**config.mk**
```make
export PLATFORM = sky130hd
export DESIGN_NAME = uart_led_command_parser
export DESIGN_NICKNAME = d
export VERILOG_FILES = /design/src/sv/cmdp_pkg.sv /design/src/sv/cmdp_line_scan.sv /design/src/sv/cmdp_tx_seq.sv /design/src/sv/uart_led_command_parser.sv
export SDC_FILE = /design/constraint.sdc
export NUM_CORES = 1
export LEC_CHECK = 0
export ABC_AREA = 1
export BUFFER_PORTS_ARGS = -buffer_cell sky130_fd_sc_hd__buf_2
export CAP_MARGIN = 20
export CORE_MARGIN = 2
export CORE_UTILIZATION = 35
export CTS_BUF_LIST = sky130_fd_sc_hd__clkbuf_16
export DETAILED_ROUTE_END_ITERATION = 10
export PLACE_DENSITY_LB_ADDON = 0.3
export SLEW_MARGIN = 20
export SYNTH_ARGS = -nofsm -noshare
export SYNTH_HDL_FRONTEND = slang
export SYNTH_SLANG_ARGS = --single-unit
```
**constraint.sdc**
```tcl
create_clock -name clk -period 3.6 [get_ports clk]
set_clock_uncertainty 0.15 [all_clocks]
set_input_delay 0.18 -clock clk [delete_from_list [all_inputs] [get_ports clk]]
set_output_delay 0.18 -clock clk [all_outputs]
set_load 0.02 [all_outputs]
```
**src/sv/cmdp_pkg.sv**
```systemverilog
// ----------------------------------------------------------------------------
// cmdp_pkg
// Shared constants, types and text helpers of the LED command line parser.
// ----------------------------------------------------------------------------
package cmdp_pkg;

	// line buffer geometry
	localparam int LINE_CAPACITY = 32;
	localparam int LEN_W         = $clog2(LINE_CAPACITY + 1);
	localparam int IDX_W         = $clog2(LINE_CAPACITY);

	// results per item never exceed 19, so five bits hold a position
	localparam int POS_W = 5;

	// characters
	localparam logic [7:0] CH_CR = 8'd13;
	localparam logic [7:0] CH_LF = 8'd10;
	localparam logic [7:0] CH_SP = 8'h20;
	localparam logic [7:0] CH_0  = 8'h30;
	localparam logic [7:0] CH_9  = 8'h39;
	localparam logic [7:0] CH_O  = 8'h4f;
	localparam logic [7:0] CH_N  = 8'h4e;

	localparam logic [7:0] BRIGHT_MAX   = 8'd255;
	localparam logic [7:0] BRIGHT_RESET = 8'd255;

	// modes
	localparam logic [1:0] MODE_ON        = 2'd0;
	localparam logic [1:0] MODE_OFF       = 2'd1;
	localparam logic [1:0] MODE_PARITY    = 2'd2;
	localparam logic [1:0] MODE_HEARTBEAT = 2'd3;

	// reply text pieces
	localparam logic [47:0] TXT_PREFIX = "MODE: ";
	localparam int          PREFIX_LEN = 6;

	// decoded line
	typedef enum logic [2:0] {
		CMD_NONE,
		CMD_ON,
		CMD_BRIGHT,
		CMD_OFF,
		CMD_PARITY,
		CMD_HEARTBEAT
	} cmd_t;

	// top level control
	typedef enum logic [1:0] {
		TS_IDLE,
		TS_SCAN,
		TS_LAUNCH
	} top_state_t;

	// scan request and response
	typedef struct packed {
		logic             start;
		logic [LEN_W-1:0] len;
	} scan_req_t;

	typedef struct packed {
		logic       done;
		cmd_t       cmd;
		logic [7:0] value;
	} scan_rsp_t;

	// launch of one item's transmit run
	typedef struct packed {
		logic       start;
		logic       cr;
		logic [7:0] echo;
		cmd_t       cmd;
		logic [1:0] mode;
		logic [7:0] bright;
	} tx_req_t;

	// command word length; zero for lines that get no reply
	function automatic logic [3:0] word_len(cmd_t c);
		unique case (c)
			CMD_ON:        word_len = 4'd2;
			CMD_OFF:       word_len = 4'd3;
			CMD_PARITY:    word_len = 4'd6;
			CMD_HEARTBEAT: word_len = 4'd9;
			default:       word_len = 4'd0;
		endcase
	endfunction

	// command word, right aligned, first character highest
	function automatic logic [71:0] word_text(cmd_t c);
		unique case (c)
			CMD_ON:        word_text = 72'("ON");
			CMD_OFF:       word_text = 72'("OFF");
			CMD_PARITY:    word_text = 72'("PARITY");
			CMD_HEARTBEAT: word_text = 72'("HEARTBEAT");
			default:       word_text = '0;
		endcase
	endfunction

	// character i of a command word
	function automatic logic [7:0] word_char(cmd_t c, logic [3:0] i);
		logic [71:0] w;
		int          sh;
		w  = word_text(c);
		sh = 8 * (int'(word_len(c)) - 1 - int'(i));
		if (sh < 0) begin
			word_char = '0;
		end else begin
			word_char = 8'(w >> sh);
		end
	endfunction

	// reply length: prefix, word, CR LF
	function automatic logic [POS_W-1:0] reply_len(cmd_t c);
		logic [3:0] wl;
		wl = word_len(c);
		if (wl == 4'd0) begin
			reply_len = '0;
		end else begin
			reply_len = POS_W'(PREFIX_LEN + int'(wl) + 2);
		end
	endfunction

	// character k of a reply
	function automatic logic [7:0] reply_char(cmd_t c, logic [POS_W-1:0] k);
		int wl;
		int kk;
		wl = int'(word_len(c));
		kk = int'(k);
		if (kk < PREFIX_LEN) begin
			reply_char = 8'(TXT_PREFIX >> (8 * (PREFIX_LEN - 1 - kk)));
		end else if (kk < PREFIX_LEN + wl) begin
			reply_char = word_char(c, 4'(kk - PREFIX_LEN));
		end else if (kk == PREFIX_LEN + wl) begin
			reply_char = CH_CR;
		end else begin
			reply_char = CH_LF;
		end
	endfunction

endpackage

```
**src/sv/cmdp_line_scan.sv**
```systemverilog
// ----------------------------------------------------------------------------
// cmdp_line_scan
// Line buffer memory and the decoder that walks it one character per cycle.
// ----------------------------------------------------------------------------
module cmdp_line_scan
	import cmdp_pkg::*;
(
	input  logic             clk,
	input  logic             arst_n,
	input  logic             wr_en,
	input  logic [IDX_W-1:0] wr_addr,
	input  logic [7:0]       wr_data,
	input  scan_req_t        req,
	output scan_rsp_t        rsp
);

	logic [7:0]       mem [LINE_CAPACITY];
	logic [7:0]       rd_data_s1;
	logic             pv_s1;
	logic [IDX_W-1:0] pidx_s1;

	logic             active_q;
	logic [LEN_W-1:0] len_q;
	logic [LEN_W-1:0] rd_idx_q;
	logic             on_q, sp_q, dig_q, off_q, par_q, hb_q;
	logic [8:0]       acc_q;

	logic             issue;
	logic [7:0]       digit;
	logic [11:0]      acc_sum;
	logic [8:0]       acc_next;
	logic             is_digit;

	// one read per cycle while indexes remain; writes only happen while idle
	assign issue = active_q && (rd_idx_q != len_q);

	// line buffer memory
	always_ff @(posedge clk) begin
		if (wr_en) begin
			mem[wr_addr] <= wr_data;
		end
		if (issue) begin
			rd_data_s1 <= mem[rd_idx_q[IDX_W-1:0]];
		end
		pidx_s1 <= rd_idx_q[IDX_W-1:0];
	end

	// saturating decimal accumulate: acc*10 + digit, clipped at 256
	assign digit    = rd_data_s1 - CH_0;
	assign is_digit = (rd_data_s1 >= CH_0) && (rd_data_s1 <= CH_9);
	assign acc_sum  = {acc_q, 3'b000} + 12'({acc_q, 1'b0}) + {4'b0000, digit};
	assign acc_next = (acc_sum > 12'd255) ? 9'd256 : acc_sum[8:0];

	// scan control and match flags
	always_ff @(posedge clk or negedge arst_n) begin
		if (!arst_n) begin
			active_q <= 1'b0;
			pv_s1    <= 1'b0;
		end else begin
			pv_s1 <= issue;
			if (req.start) begin
				active_q <= 1'b1;
			end else if (active_q && !issue && !pv_s1) begin
				active_q <= 1'b0;
			end
		end
	end

	always_ff @(posedge clk) begin
		if (req.start) begin
			len_q    <= req.len;
			rd_idx_q <= '0;
			on_q     <= 1'b1;
			sp_q     <= 1'b1;
			dig_q    <= 1'b1;
			off_q    <= 1'b1;
			par_q    <= 1'b1;
			hb_q     <= 1'b1;
			acc_q    <= '0;
		end else begin
			if (issue) begin
				rd_idx_q <= rd_idx_q + 1'b1;
			end
			if (pv_s1) begin
				if (pidx_s1 == IDX_W'(0) && rd_data_s1 != CH_O) on_q <= 1'b0;
				if (pidx_s1 == IDX_W'(1) && rd_data_s1 != CH_N) on_q <= 1'b0;
				if (pidx_s1 == IDX_W'(2) && rd_data_s1 != CH_SP) sp_q <= 1'b0;
				if (pidx_s1 >= IDX_W'(3)) begin
					if (!is_digit) dig_q <= 1'b0;
					acc_q <= acc_next;
				end
				if (pidx_s1 < IDX_W'(word_len(CMD_OFF)) &&
				    rd_data_s1 != word_char(CMD_OFF, 4'(pidx_s1))) off_q <= 1'b0;
				if (pidx_s1 < IDX_W'(word_len(CMD_PARITY)) &&
				    rd_data_s1 != word_char(CMD_PARITY, 4'(pidx_s1))) par_q <= 1'b0;
				if (pidx_s1 < IDX_W'(word_len(CMD_HEARTBEAT)) &&
				    rd_data_s1 != word_char(CMD_HEARTBEAT, 4'(pidx_s1))) hb_q <= 1'b0;
			end
		end
	end

	// verdict once every character has been looked at
	always_comb begin
		rsp.done  = active_q && !issue && !pv_s1;
		rsp.value = (acc_q > 9'd255) ? BRIGHT_MAX : acc_q[7:0];
		priority if (len_q < LEN_W'(2)) begin
			rsp.cmd = CMD_NONE;
		end else if (on_q) begin
			if (len_q == LEN_W'(2)) begin
				rsp.cmd = CMD_ON;
			end else if (sp_q && dig_q && len_q >= LEN_W'(4)) begin
				rsp.cmd = CMD_BRIGHT;
			end else begin
				rsp.cmd = CMD_NONE;
			end
		end else if (off_q && len_q == LEN_W'(word_len(CMD_OFF))) begin
			rsp.cmd = CMD_OFF;
		end else if (par_q && len_q == LEN_W'(word_len(CMD_PARITY))) begin
			rsp.cmd = CMD_PARITY;
		end else if (hb_q && len_q == LEN_W'(word_len(CMD_HEARTBEAT))) begin
			rsp.cmd = CMD_HEARTBEAT;
		end else begin
			rsp.cmd = CMD_NONE;
		end
	end

	// a new scan is never started on top of a running one
	a_no_restart: assert property (@(posedge clk) disable iff (!arst_n)
		req.start |-> !active_q)
		else $error("scan restarted while active");

	// reads never run past the line length
	a_idx_bound: assert property (@(posedge clk) disable iff (!arst_n)
		active_q |-> rd_idx_q <= len_q)
		else $error("scan index past line length");

	// a finished scan goes quiet on the next cycle
	a_done_once: assert property (@(posedge clk) disable iff (!arst_n)
		(rsp.done && !req.start) |=> !active_q)
		else $error("scan done held");

endmodule

```
**src/sv/cmdp_tx_seq.sv**
```systemverilog
// ----------------------------------------------------------------------------
// cmdp_tx_seq
// Emits one item's transmit characters (echo, line feed, reply) through an
// output register, one transfer per cycle while m_axis_tready allows.
// ----------------------------------------------------------------------------
module cmdp_tx_seq
	import cmdp_pkg::*;
(
	input  logic        clk,
	input  logic        arst_n,
	input  tx_req_t     req,
	output logic        ready,
	output logic        m_axis_tvalid,
	input  logic        m_axis_tready,
	output logic [23:0] m_axis_tdata,  // tx_byte[7:0], mode[9:8], brightness[17:10], zeros
	output logic        m_axis_tlast
);

	logic             gen_q;
	logic [POS_W-1:0] pos_q;
	logic [POS_W-1:0] last_pos_q;
	logic             cr_q;
	logic [7:0]       echo_q;
	cmd_t             cmd_q;
	logic [1:0]       mode_q;
	logic [7:0]       bright_q;

	logic             out_valid_q;
	logic [7:0]       out_data_q;
	logic             out_last_q;
	logic [1:0]       out_mode_q;
	logic [7:0]       out_bright_q;

	logic             out_free;
	logic             load;
	logic             at_last;
	logic [7:0]       chr;

	assign ready    = !gen_q;
	assign out_free = !out_valid_q || m_axis_tready;
	assign load     = gen_q && out_free;
	assign at_last  = (pos_q == last_pos_q);

	// character at the current position
	always_comb begin
		priority if (pos_q == POS_W'(0)) begin
			chr = echo_q;
		end else if (cr_q && pos_q == POS_W'(1)) begin
			chr = CH_LF;
		end else begin
			chr = reply_char(cmd_q, pos_q - POS_W'(2));
		end
	end

	// control
	always_ff @(posedge clk or negedge arst_n) begin
		if (!arst_n) begin
			gen_q       <= 1'b0;
			out_valid_q <= 1'b0;
		end else begin
			if (req.start) begin
				gen_q <= 1'b1;
			end else if (load && at_last) begin
				gen_q <= 1'b0;
			end
			if (load) begin
				out_valid_q <= 1'b1;
			end else if (m_axis_tready) begin
				out_valid_q <= 1'b0;
			end
		end
	end

	// item context and output register payload
	always_ff @(posedge clk) begin
		if (req.start) begin
			pos_q      <= '0;
			last_pos_q <= POS_W'({4'b0000, req.cr}) + reply_len(req.cmd);
			cr_q       <= req.cr;
			echo_q     <= req.echo;
			cmd_q      <= req.cmd;
			mode_q     <= req.mode;
			bright_q   <= req.bright;
		end else if (load) begin
			pos_q <= pos_q + 1'b1;
		end
		if (load) begin
			out_data_q   <= chr;
			out_last_q   <= at_last;
			out_mode_q   <= mode_q;
			out_bright_q <= bright_q;
		end
	end

	assign m_axis_tvalid = out_valid_q;
	assign m_axis_tlast  = out_last_q;
	assign m_axis_tdata  = {6'b000000, out_bright_q, out_mode_q, out_data_q};

	// launch only into an idle generator
	a_start_idle: assert property (@(posedge clk) disable iff (!arst_n)
		req.start |-> !gen_q)
		else $error("transmit run launched while busy");

	// position stays inside the run
	a_pos_bound: assert property (@(posedge clk) disable iff (!arst_n)
		gen_q |-> pos_q <= last_pos_q)
		else $error("transmit position past end of run");

	// the final character of a run carries tlast
	a_last_flag: assert property (@(posedge clk) disable iff (!arst_n)
		(load && at_last) |=> (m_axis_tvalid && m_axis_tlast))
		else $error("final character missing tlast");

endmodule

```
**src/sv/uart_led_command_parser.sv**
```systemverilog
// ----------------------------------------------------------------------------
// uart_led_command_parser
// Echoes received characters, collects them into a line and decodes the line
// on carriage return into mode and brightness updates with a text reply.
// ----------------------------------------------------------------------------
//  channel   dir  signals                          carries
//  s_axis    in   tvalid tready tdata[7:0]         rx_byte
//  m_axis    out  tvalid tready tdata[23:0] tlast  tx_byte, mode, brightness;
//                                                  tlast = last
//
//  A plain character is written to the line memory on acceptance and its echo
//  follows once the item is launched and has passed the output register. A
//  carriage return scans the line memory one entry a cycle, then sends up to
//  19 transfers, one a cycle while m_axis is ready. A new item is taken once
//  the previous item's run has been launched into the transmit sequencer.
//  m_axis stalls hold the run; reset clears line, mode 0, brightness 255.
// ----------------------------------------------------------------------------
module uart_led_command_parser
	import cmdp_pkg::*;
(
	input  logic        clk,
	input  logic        arst_n,
	input  logic        s_axis_tvalid,
	output logic        s_axis_tready,
	input  logic [7:0]  s_axis_tdata,   // rx_byte[7:0]
	output logic        m_axis_tvalid,
	input  logic        m_axis_tready,
	output logic [23:0] m_axis_tdata,   // tx_byte[7:0], mode[9:8], brightness[17:10], zeros
	output logic        m_axis_tlast
);

	top_state_t       state_q, state_d;
	logic [LEN_W-1:0] len_q;
	logic             ovf_q;
	logic [1:0]       mode_q;
	logic [7:0]       bright_q;
	logic             cr_q;
	logic [7:0]       echo_q;
	cmd_t             cmd_q;
	logic [7:0]       val_q;

	logic             accept;
	logic             is_cr;
	logic             room;
	logic             launch;
	logic             tx_ready;
	logic [1:0]       mode_d;
	logic [7:0]       bright_d;
	scan_req_t        scan_req;
	scan_rsp_t        scan_rsp;
	tx_req_t          tx_req;

	assign s_axis_tready = (state_q == TS_IDLE);
	assign accept        = s_axis_tvalid && s_axis_tready;
	assign is_cr         = (s_axis_tdata == CH_CR);
	assign room          = (len_q < LEN_W'(LINE_CAPACITY));
	assign launch        = (state_q == TS_LAUNCH) && tx_ready;

	assign scan_req.start = accept && is_cr && !ovf_q;
	assign scan_req.len   = len_q;

	// line memory and decoder
	cmdp_line_scan u_scan (
		.clk     (clk),
		.arst_n  (arst_n),
		.wr_en   (accept && !is_cr && room),
		.wr_addr (len_q[IDX_W-1:0]),
		.wr_data (s_axis_tdata),
		.req     (scan_req),
		.rsp     (scan_rsp)
	);

	// next state
	always_comb begin
		state_d = state_q;
		unique case (state_q)
			TS_IDLE: begin
				if (scan_req.start) begin
					state_d = TS_SCAN;
				end else if (accept) begin
					state_d = TS_LAUNCH;
				end
			end
			TS_SCAN: begin
				if (scan_rsp.done) state_d = TS_LAUNCH;
			end
			TS_LAUNCH: begin
				if (tx_ready) state_d = TS_IDLE;
			end
			default: state_d = TS_IDLE;
		endcase
	end

	always_ff @(posedge clk or negedge arst_n) begin
		if (!arst_n) begin
			state_q <= TS_IDLE;
		end else begin
			state_q <= state_d;
		end
	end

	// mode and brightness after the decoded line
	always_comb begin
		mode_d   = mode_q;
		bright_d = bright_q;
		unique case (cmd_q)
			CMD_ON: begin
				mode_d   = MODE_ON;
				bright_d = BRIGHT_MAX;
			end
			CMD_BRIGHT:    bright_d = val_q;
			CMD_OFF:       mode_d = MODE_OFF;
			CMD_PARITY:    mode_d = MODE_PARITY;
			CMD_HEARTBEAT: mode_d = MODE_HEARTBEAT;
			default: ;
		endcase
	end

	// line bookkeeping and settings
	always_ff @(posedge clk or negedge arst_n) begin
		if (!arst_n) begin
			len_q    <= '0;
			ovf_q    <= 1'b0;
			mode_q   <= MODE_ON;
			bright_q <= BRIGHT_RESET;
		end else begin
			if (accept) begin
				if (is_cr) begin
					len_q <= '0;
					ovf_q <= 1'b0;
				end else if (room) begin
					len_q <= len_q + 1'b1;
				end else begin
					ovf_q <= 1'b1;
				end
			end
			if (launch) begin
				mode_q   <= mode_d;
				bright_q <= bright_d;
			end
		end
	end

	// item context for the transmit run
	always_ff @(posedge clk) begin
		if (accept) begin
			cr_q   <= is_cr;
			echo_q <= s_axis_tdata;
			cmd_q  <= CMD_NONE;
		end else if (state_q == TS_SCAN && scan_rsp.done) begin
			cmd_q <= scan_rsp.cmd;
			val_q <= scan_rsp.value;
		end
	end

	assign tx_req.start  = launch;
	assign tx_req.cr     = cr_q;
	assign tx_req.echo   = echo_q;
	assign tx_req.cmd    = cmd_q;
	assign tx_req.mode   = mode_d;
	assign tx_req.bright = bright_d;

	// transmit sequencer and output register
	cmdp_tx_seq u_tx (
		.clk           (clk),
		.arst_n        (arst_n),
		.req           (tx_req),
		.ready         (tx_ready),
		.m_axis_tvalid (m_axis_tvalid),
		.m_axis_tready (m_axis_tready),
		.m_axis_tdata  (m_axis_tdata),
		.m_axis_tlast  (m_axis_tlast)
	);

	// overflow only ever follows a full line
	a_ovf_full: assert property (@(posedge clk) disable iff (!arst_n)
		ovf_q |-> len_q == LEN_W'(LINE_CAPACITY))
		else $error("overflow without full line");

	// decoder answers only while waiting for it
	a_done_in_scan: assert property (@(posedge clk) disable iff (!arst_n)
		scan_rsp.done |-> state_q == TS_SCAN)
		else $error("scan finished outside scan state");

	// carriage return leaves an empty line behind
	a_cr_clears: assert property (@(posedge clk) disable iff (!arst_n)
		(accept && is_cr) |=> (len_q == '0 && !ovf_q))
		else $error("line not cleared after carriage return");

endmodule

```
Yosys cells after proc, flatten, opt, wreduce, memory -nomap -nowiden
Memory sizes are Yosys's and may differ from the RTL's. A register that Yosys moved wholly into a read port is not among the register bits.
Index checks and enable logic that the tools add are counted.
{"block": "totals", "regBits": 126, "ramBits": 256, "input_bits": 12, "out_inout_bits": 27, "mem_count": 1}
{"block": "op_classes", "add_sub_neg": 21, "n_lt_le_gt_ge": 17, "eq_ne": 32, "shift": 5, "mux": 72, "bitwise": 2, "reduce_logical": 52}
{"memory": "u_scan.mem", "depth": 32, "word_bits": 8, "rd": 1, "rd_clocked_by_memory_dff": 1, "write_ports": 1, "line_no": "cmdp_line_scan.sv:17", "text": "logic [7:0] mem [LINE_CAPACITY];"}
{"cell": "2-to-1 mux 72 bit", "n": 10}
{"cell": ">> shifter 72 x 32 -> 8 bit", "n": 4}
{"cell": "case mux 71 bit (4 select lines)", "n": 1}
{"cell": "< comparator 32 x 1 -> 1 bit (second input constant)", "n": 4}
{"cell": "subtractor 29 x 5 -> 29 bit", "n": 4}
{"cell": "2-to-1 mux 8 bit", "n": 14}
{"cell": "2-to-1 mux 4 bit", "n": 13}
{"cell": ">> shifter 47 x 32 -> 8 bit (first input constant)", "n": 1}
{"cell": "case mux 4 bit (4 select lines)", "n": 2}
{"cell": "logical AND 1 bit", "n": 25}
{"cell": "inequality test 8 bit", "n": 3}
{"cell": "2-to-1 mux 3 bit", "n": 7}
{"cell": "subtractor 4 x 1 -> 5 bit (second input constant)", "n": 4}
{"cell": "AND reduction 2 bit", "n": 9}
{"cell": "inequality test 8 x 7 -> 1 bit (second input constant)", "n": 2}
{"cell": "case mux 8 bit (2 select lines)", "n": 1}
{"cell": "adder 12 x 10 -> 12 bit", "n": 1}
{"cell": "adder 12 x 8 -> 12 bit", "n": 1}
{"cell": "adder 6 x 1 -> 6 bit (second input constant)", "n": 2}
{"cell": "== test 3 bit (second input constant)", "n": 4}
{"cell": "== test 6 x 2 -> 1 bit (second input constant)", "n": 2}
{"cell": "greater-than comparator 12 x 8 -> 1 bit (second input constant)", "n": 1}
{"cell": "2-to-1 mux 1 bit", "n": 12}
{"cell": "2-to-1 mux 6 bit", "n": 2}
{"cell": "other kinds (46)", "n": 72}

Longest topological paths before layout
{"block": "depth", "depth_word": 18, "depth_mapped": 27, "mapped_depth_nobuf": 27}

By module
From an unflattened synthesis, not the netlist that was laid out.
{"block": "unflattened", "hier_cells": 1729, "hier_area_um2": 18064.8}
{"module": "cmdp_line_scan", "n_inst": 1, "cells_per_inst": 1202, "area_each_um2": 13266.5, "seq_area_each_um2": 8678.3}
{"module": "cmdp_tx_seq", "n_inst": 1, "cells_per_inst": 328, "area_each_um2": 2962.8, "seq_area_each_um2": 1531.5}
{"module": "uart_led_command_parser", "n_inst": 1, "cells_per_inst": 199, "area_each_um2": 1835.5, "seq_area_each_um2": 1056.0}

Worst setup path after synthesis
Ideal clock, no wire load.
{"block": "synth_path", "path_type": "reg2reg", "from": "register u_tx.pos_q[1]", "to": "register u_tx.out_data_q[1] (data pin)", "setup_time_ns": 0.140, "arrival_ns": 3.348, "setup_slack_ns": -0.039, "path_stages_with_launch": 23, "n_path_buf": 0, "synth_period_minus_slack_ns": 3.639, "path_cell_list": "dfxtp_1 > inv_1 > ha_1 > nand2_1 > inv_1 > or2_2 > ha_1 > a21oi_1 > nand2_1 > nand2_1 > nand2_2 > ha_1 > nor2_1 > nand3b_1 > nor2_8 > nand2_2 > inv_2 > nand2_1 > nand3_1 > nand3_1 > nand2_1 > nand2_1 > a21oi_2"}
{"block": "synth_via", "elab_chain_cells": 9, "word_cells_on_any_way": 19, "classes_between": "4 x add/sub; 3 x order compare; 2 x eq/ne; 2 x shift; 6 x mux; 2 x reduce/logical"}
{"item": "start, declared", "line_no": "cmdp_tx_seq.sv:20", "text": "logic [POS_W-1:0] pos_q;"}
{"item": "start signal, assigned", "line_no": "cmdp_tx_seq.sv:85", "text": "pos_q <= pos_q + 1'b1;"}
{"item": "subtractor 5 x 2 -> 5 bit", "line_no": "cmdp_tx_seq.sv:51", "text": "chr = reply_char(cmd_q, pos_q - POS_W'(2));"}
{"item": "subtractor 4 x 3 -> 4 bit", "line_no": "cmdp_pkg.sv:131", "text": "reply_char = word_char(c, 4'(kk - PREFIX_LEN));"}
{"item": "subtractor 29 x 5 -> 29 bit", "line_no": "cmdp_pkg.sv:103", "text": "sh = 8 * (int'(word_len(c)) - 1 - int'(i));"}
{"item": "< comparator 32 x 1 -> 1 bit or >> shifter 72 x 32 -> 8 bit (tied branches)", "line_no": "cmdp_pkg.sv:104, cmdp_pkg.sv:107"}
{"item": "2-to-1 mux 8 bit", "line_no": "cmdp_pkg.sv:104", "text": "if (sh < 0) begin"}
{"item": "2-to-1 mux 8 bit", "line_no": "cmdp_pkg.sv:130", "text": "end else if (kk < PREFIX_LEN + wl) begin"}
{"item": "2-to-1 mux 8 bit", "line_no": "cmdp_pkg.sv:128", "text": "if (kk < PREFIX_LEN) begin"}
{"item": "2-to-1 mux 8 bit", "line_no": "cmdp_tx_seq.sv:48", "text": "end else if (cr_q && pos_q == POS_W'(1)) begin"}
{"item": "2-to-1 mux 8 bit *", "line_no": "cmdp_tx_seq.sv:46", "text": "priority if (pos_q == POS_W'(0)) begin"}
{"item": "via u_tx.chr[1]", "line_no": "cmdp_tx_seq.sv:37", "text": "logic [7:0] chr;"}
{"item": "end signal, assigned", "line_no": "cmdp_tx_seq.sv:88", "text": "out_data_q <= chr;"}
{"item": "end, declared", "line_no": "cmdp_tx_seq.sv:29", "text": "logic [7:0] out_data_q;"}
The timed path passes the listed nets; every way through them passes the cells marked *.
A chain may end at the register's enable or synchronous reset.

Final worst setup path
{"block": "layout_path", "from": "register u_tx.cmd_q[0]", "to": "register u_tx.out_data_q[4] (data pin)"}
{"block": "layout_via", "elab_chain_cells": 14, "word_cells_on_any_way": 27, "classes_between": "3 x add/sub; 2 x order compare; 4 x eq/ne; 1 x shift; 17 x mux"}
{"item": "start, declared", "line_no": "cmdp_tx_seq.sv:24", "text": "cmd_t cmd_q;"}
{"item": "start signal, assigned", "line_no": "cmdp_tx_seq.sv:81", "text": "cmd_q <= req.cmd;"}
{"item": "== test 3 bit, or another cell as far along", "line_no": "cmdp_pkg.sv:78, cmdp_pkg.sv:89"}
{"item": "case mux 4 bit (4 select lines)", "line_no": "cmdp_pkg.sv:78", "text": "unique case (c)"}
{"item": "2-to-1 mux 4 bit", "line_no": "cmdp_pkg.sv:130"}
{"item": "2-to-1 mux 4 bit", "line_no": "cmdp_pkg.sv:128"}
{"item": "2-to-1 mux 4 bit", "line_no": "cmdp_tx_seq.sv:48"}
{"item": "2-to-1 mux 4 bit", "line_no": "cmdp_tx_seq.sv:46"}
{"item": "subtractor 4 x 1 -> 5 bit", "line_no": "cmdp_pkg.sv:103"}
{"item": "subtractor 29 x 5 -> 29 bit", "line_no": "cmdp_pkg.sv:103"}
{"item": "< comparator 32 x 1 -> 1 bit or >> shifter 72 x 32 -> 8 bit (tied branches)", "line_no": "cmdp_pkg.sv:104, cmdp_pkg.sv:107"}
{"item": "2-to-1 mux 8 bit", "line_no": "cmdp_pkg.sv:104"}
{"item": "2-to-1 mux 8 bit *", "line_no": "cmdp_pkg.sv:130"}
{"item": "2-to-1 mux 8 bit *", "line_no": "cmdp_pkg.sv:128"}
{"item": "2-to-1 mux 8 bit *", "line_no": "cmdp_tx_seq.sv:48"}
{"item": "2-to-1 mux 8 bit *", "line_no": "cmdp_tx_seq.sv:46"}
{"item": "via u_tx.chr[4]", "line_no": "cmdp_tx_seq.sv:37"}
The timed path passes the listed nets; every way through them passes the cells marked *. The select of a mux whose other input is x is not followed.

==> out/metrics.yaml <==
die_width_um: 230
die_y_um: 230
final_antenna_net_count: 0
grt_usage: 0.160
timing.hold.ws_ns: 0.00774
pwr-share-comb: 0.380
critPathRequiredTime_ns: 3.86
worst_setup_path_start_kind: "flip-flop"
path_cells: "inv_2 -> nor2_2 -> o21ai_1 -> inv_1 -> ha_2 -> inv_2 -> fa_2 -> nand2_2 -> inv_2 -> o21ai_2 -> nand2_1 -> ha_1 -> nor2_1 -> nand3b_1 -> nor2_8 -> nand2_2 -> inv_2 -> nand2_1 -> o21ai_0 -> o211ai_1 -> nand3_1"
status: "complete, no violations"
diodes: 0
stdcell_count: 2463
gp_congestion: 0.867
slowest_stage: "edfxtp_1"
drt-total-wl_um: 43400
path_clk_slew_ns: 0.07
nets: 1833
final_area_um2: 20500
powerDensity_nw_per_um2: 788
slew_headroom: 0.406
setup_tns_ns: 0
regToRegSetupSlack_ns: 0.19
num_vias: 12500
start_util: 0.356
worst_ep_arrival_time_ns: 3.67
crit_top_cell: "inv_2"
placed_area_um2: 19100
yosysWarnings: 0
clock-root-buffer: "clkbuf_16"
grt_pass1_wl_um: 66900
leakage_nw: 7.74
setup_viol: 0
cts_buffers: 41
synth.distinct_cells: 59
worstSetupEndpointType: "flip-flop"
routed_via_density: 5.07
timing.final.crit_share: 0.947
numPortBuffers: 32
core.rowCount: 82
drt_iter0_drc: 1134
core_um2: 50400
drt-wirelength-per-cell_um: 17.6
dp_cells: 2378
crit_type: "reg2reg"
grt_max_degree: 102
peakVddDrop_mv: 0.619
synthCells: 1674
power_mw: 16.2
fin_crit_ns: 3.41
finalHoldViolCount: 0
syn_area_per_cell_um2: 10.7
syn_area_um2: 17900
hold_class: "in2async"
internal_power_mw: 9.76
grt_pass1_vias: 11900
fmax_mhz: 293
die_area_um2: 53000
layout-drive-gt1-share: 0.132
drt-pass1-iter-count: 7
drv_slew: 0
grt_antenna_before_repair: 0
pwr-share-seq: 0.366
nFillCells: 4837
cts_tree: "yes"
clockPowerShare: 0.254
overflow: 0
clock_latency_ns: 0.57
clockBufferDepth: 3
cp_max_fo: 6
switching_share: 0.397
cts_htree_levels: 2
p_sw_mw: 6.43
hpwlAfterDp_um: 28500
ys_ff_latch: 390
area_delta_synth_final_pct: 14.7
place_ws_ns: 0.0255
worst_pin_slew_ns: 0.889
max_cap_viol_count: 0
cts_num_sinks: 390
yosysSeqAreaShare: 0.629
setup_ws_ns: 0.192
io_pins: 39
final_core_util: 0.408
crit_path_max_incr_delay_ns: 0.41
drc: 0
==> worst max-delay path: cells and delay by family, from the launching register on <==
kind	cells	cell delay (ns)
compound gates	4	0.53
fa+ha+maj	3	0.81
buf+inv	5	0.34
flops	1	0.41
simple gates	9	1.01
==> final timing paths <==
check | to | from | depth (start not counted)
setup / recovery | u_tx.out_data_q[4]$_DFFE_PP_ | u_tx.cmd_q[0]$_DFFE_PP_ | 21
hold / removal | u_scan.pv_s1$_DFF_PN0_ | arst_n | 2
setup reg to reg | u_tx.out_data_q[4]$_DFFE_PP_ | u_tx.cmd_q[0]$_DFFE_PP_ | 21
hold reg to reg | u_scan.pidx_s1[3]$_DFF_P_ | u_scan.rd_idx_q[3]$_SDFFE_PP0P_ | 0
max in group asynchronous | u_scan.active_q$_DFFE_PN0P_ | arst_n | 2
min in group clk | u_scan.mem[15][5]$_DFFE_PP_ | s_axis_tdata[5] | 2
==> power by group through the flow <==
stage	clock network (mW)	logic, mW	registers [mW]
after floorplan	0	4.19	5.93
after global placement	0	5.89	6.02
after detailed placement	0	5.96	6.02
after CTS	4.19	6.00	5.93
after global routing	4.37	6.91	5.99
final	4.10	6.15	5.93
==> registers in the layout, indices dropped and copies added (netlist names), 6 cells and up <==
register	count
bright_q	8
u_tx.bright_q	8
u_scan.rd_data_s1	8
u_scan.len_q	6
u_scan.rd_idx_q	6
val_q	8
u_scan.acc_q	9
echo_q	8
u_tx.echo_q	8
u_tx.out_bright_q	8
u_tx.out_data_q	8
len_q	6
u_scan.mem	256
==> what timing repair did <==
item | in CTS | in global routing
setup buffers | 0 | 4
hold endpoints to repair | 31 | 0
setup endpoints to repair | 4 | 6
pin swaps | 0 | 12
gates resized for setup | 1 | 28
hold buffers | 6 | 0
==> layout make-up <==
class                      instances  area [um2]  share of cell area
clock buffer                      41        1030              0.0500
multi-input combinational       1065        5800               0.283
timing repair buffer             100         706              0.0344
clock inverter                    34         280              0.0136
inverter                         161         611              0.0297
sequential                       390       11300               0.549
tap                              672         841              0.0409
==> layout by cell type (no fill, tap or decap), types with 14 or more instances in the layout <==
master / netlist / final
edfxtp_1: 333 / 333
o221ai_1: 21 / 21
dfxtp_1: 34 / 30
clkbuf_16: 0 / 41
inv_2: 12 / 18
o22ai_1: 47 / 47
ha_1: 55 / 52
nand2_1: 251 / 246
inv_1: 147 / 155
buf_2: 13 / 32
o21ai_0: 177 / 175
nor2_1: 238 / 236
nand3_1: 64 / 62
nand4_1: 34 / 34
buf_4: 8 / 59
o211ai_1: 16 / 16
o21ai_1: 13 / 14
a21oi_1: 48 / 47
dfrtp_1: 15 / 15
==> synthesized netlist by cell type (all sizes together) <==
library cell  instances  share of area
nand4                35          0.013
o211a                 1        0.00056
dfxtp                34          0.038
nand2               261          0.057
o21a                  2        0.00084
a21boi                1        0.00042
o31ai                 4         0.0017
o21bai                2         0.0010
and2                  2        0.00084
fa                    7         0.0078
inv                 160          0.034
o21ai               194          0.055
a31oi                 4         0.0014
nand3                65          0.018
clkinv                1        0.00021
o221ai               21          0.010
or2                   6         0.0021
conb                  2        0.00042
nor3                 15         0.0050
o22ai                47          0.016
xnor2                 4         0.0020
a21oi                50          0.014
a31o                  2        0.00098
nand3b                2        0.00084
clkbuf               34         0.0072
nor2                247          0.055
xor2                  8         0.0039
buf                  29          0.012
dfrtp                15          0.021
edfxtp              333           0.56
o211ai               16         0.0067
dfstp                 8          0.012
ha                   55          0.038
nor4                  4         0.0026
a32o                  1        0.00056
nor4b                 2         0.0013
==> per-layer routing <==
layer / wire length [um] / GRT usage
met1: 19800 / 0.218
met2: 20400 / 0.264
met3: 2340 / 0.0264
met4: 829 / 0.0446
met5: 0 / 0
==> cells by family after synthesis <==
family          after synthesis  share of synthesized area
simple gates                639                      0.155
flops                       390                      0.629
compound gates              345                      0.110
buf+inv                     224                     0.0528
fa+ha+maj                    62                     0.0462
xor+xnor                     12                    0.00587
other cells                   2                   0.000419
Note: power is estimated with default switching activity, not from simulation.
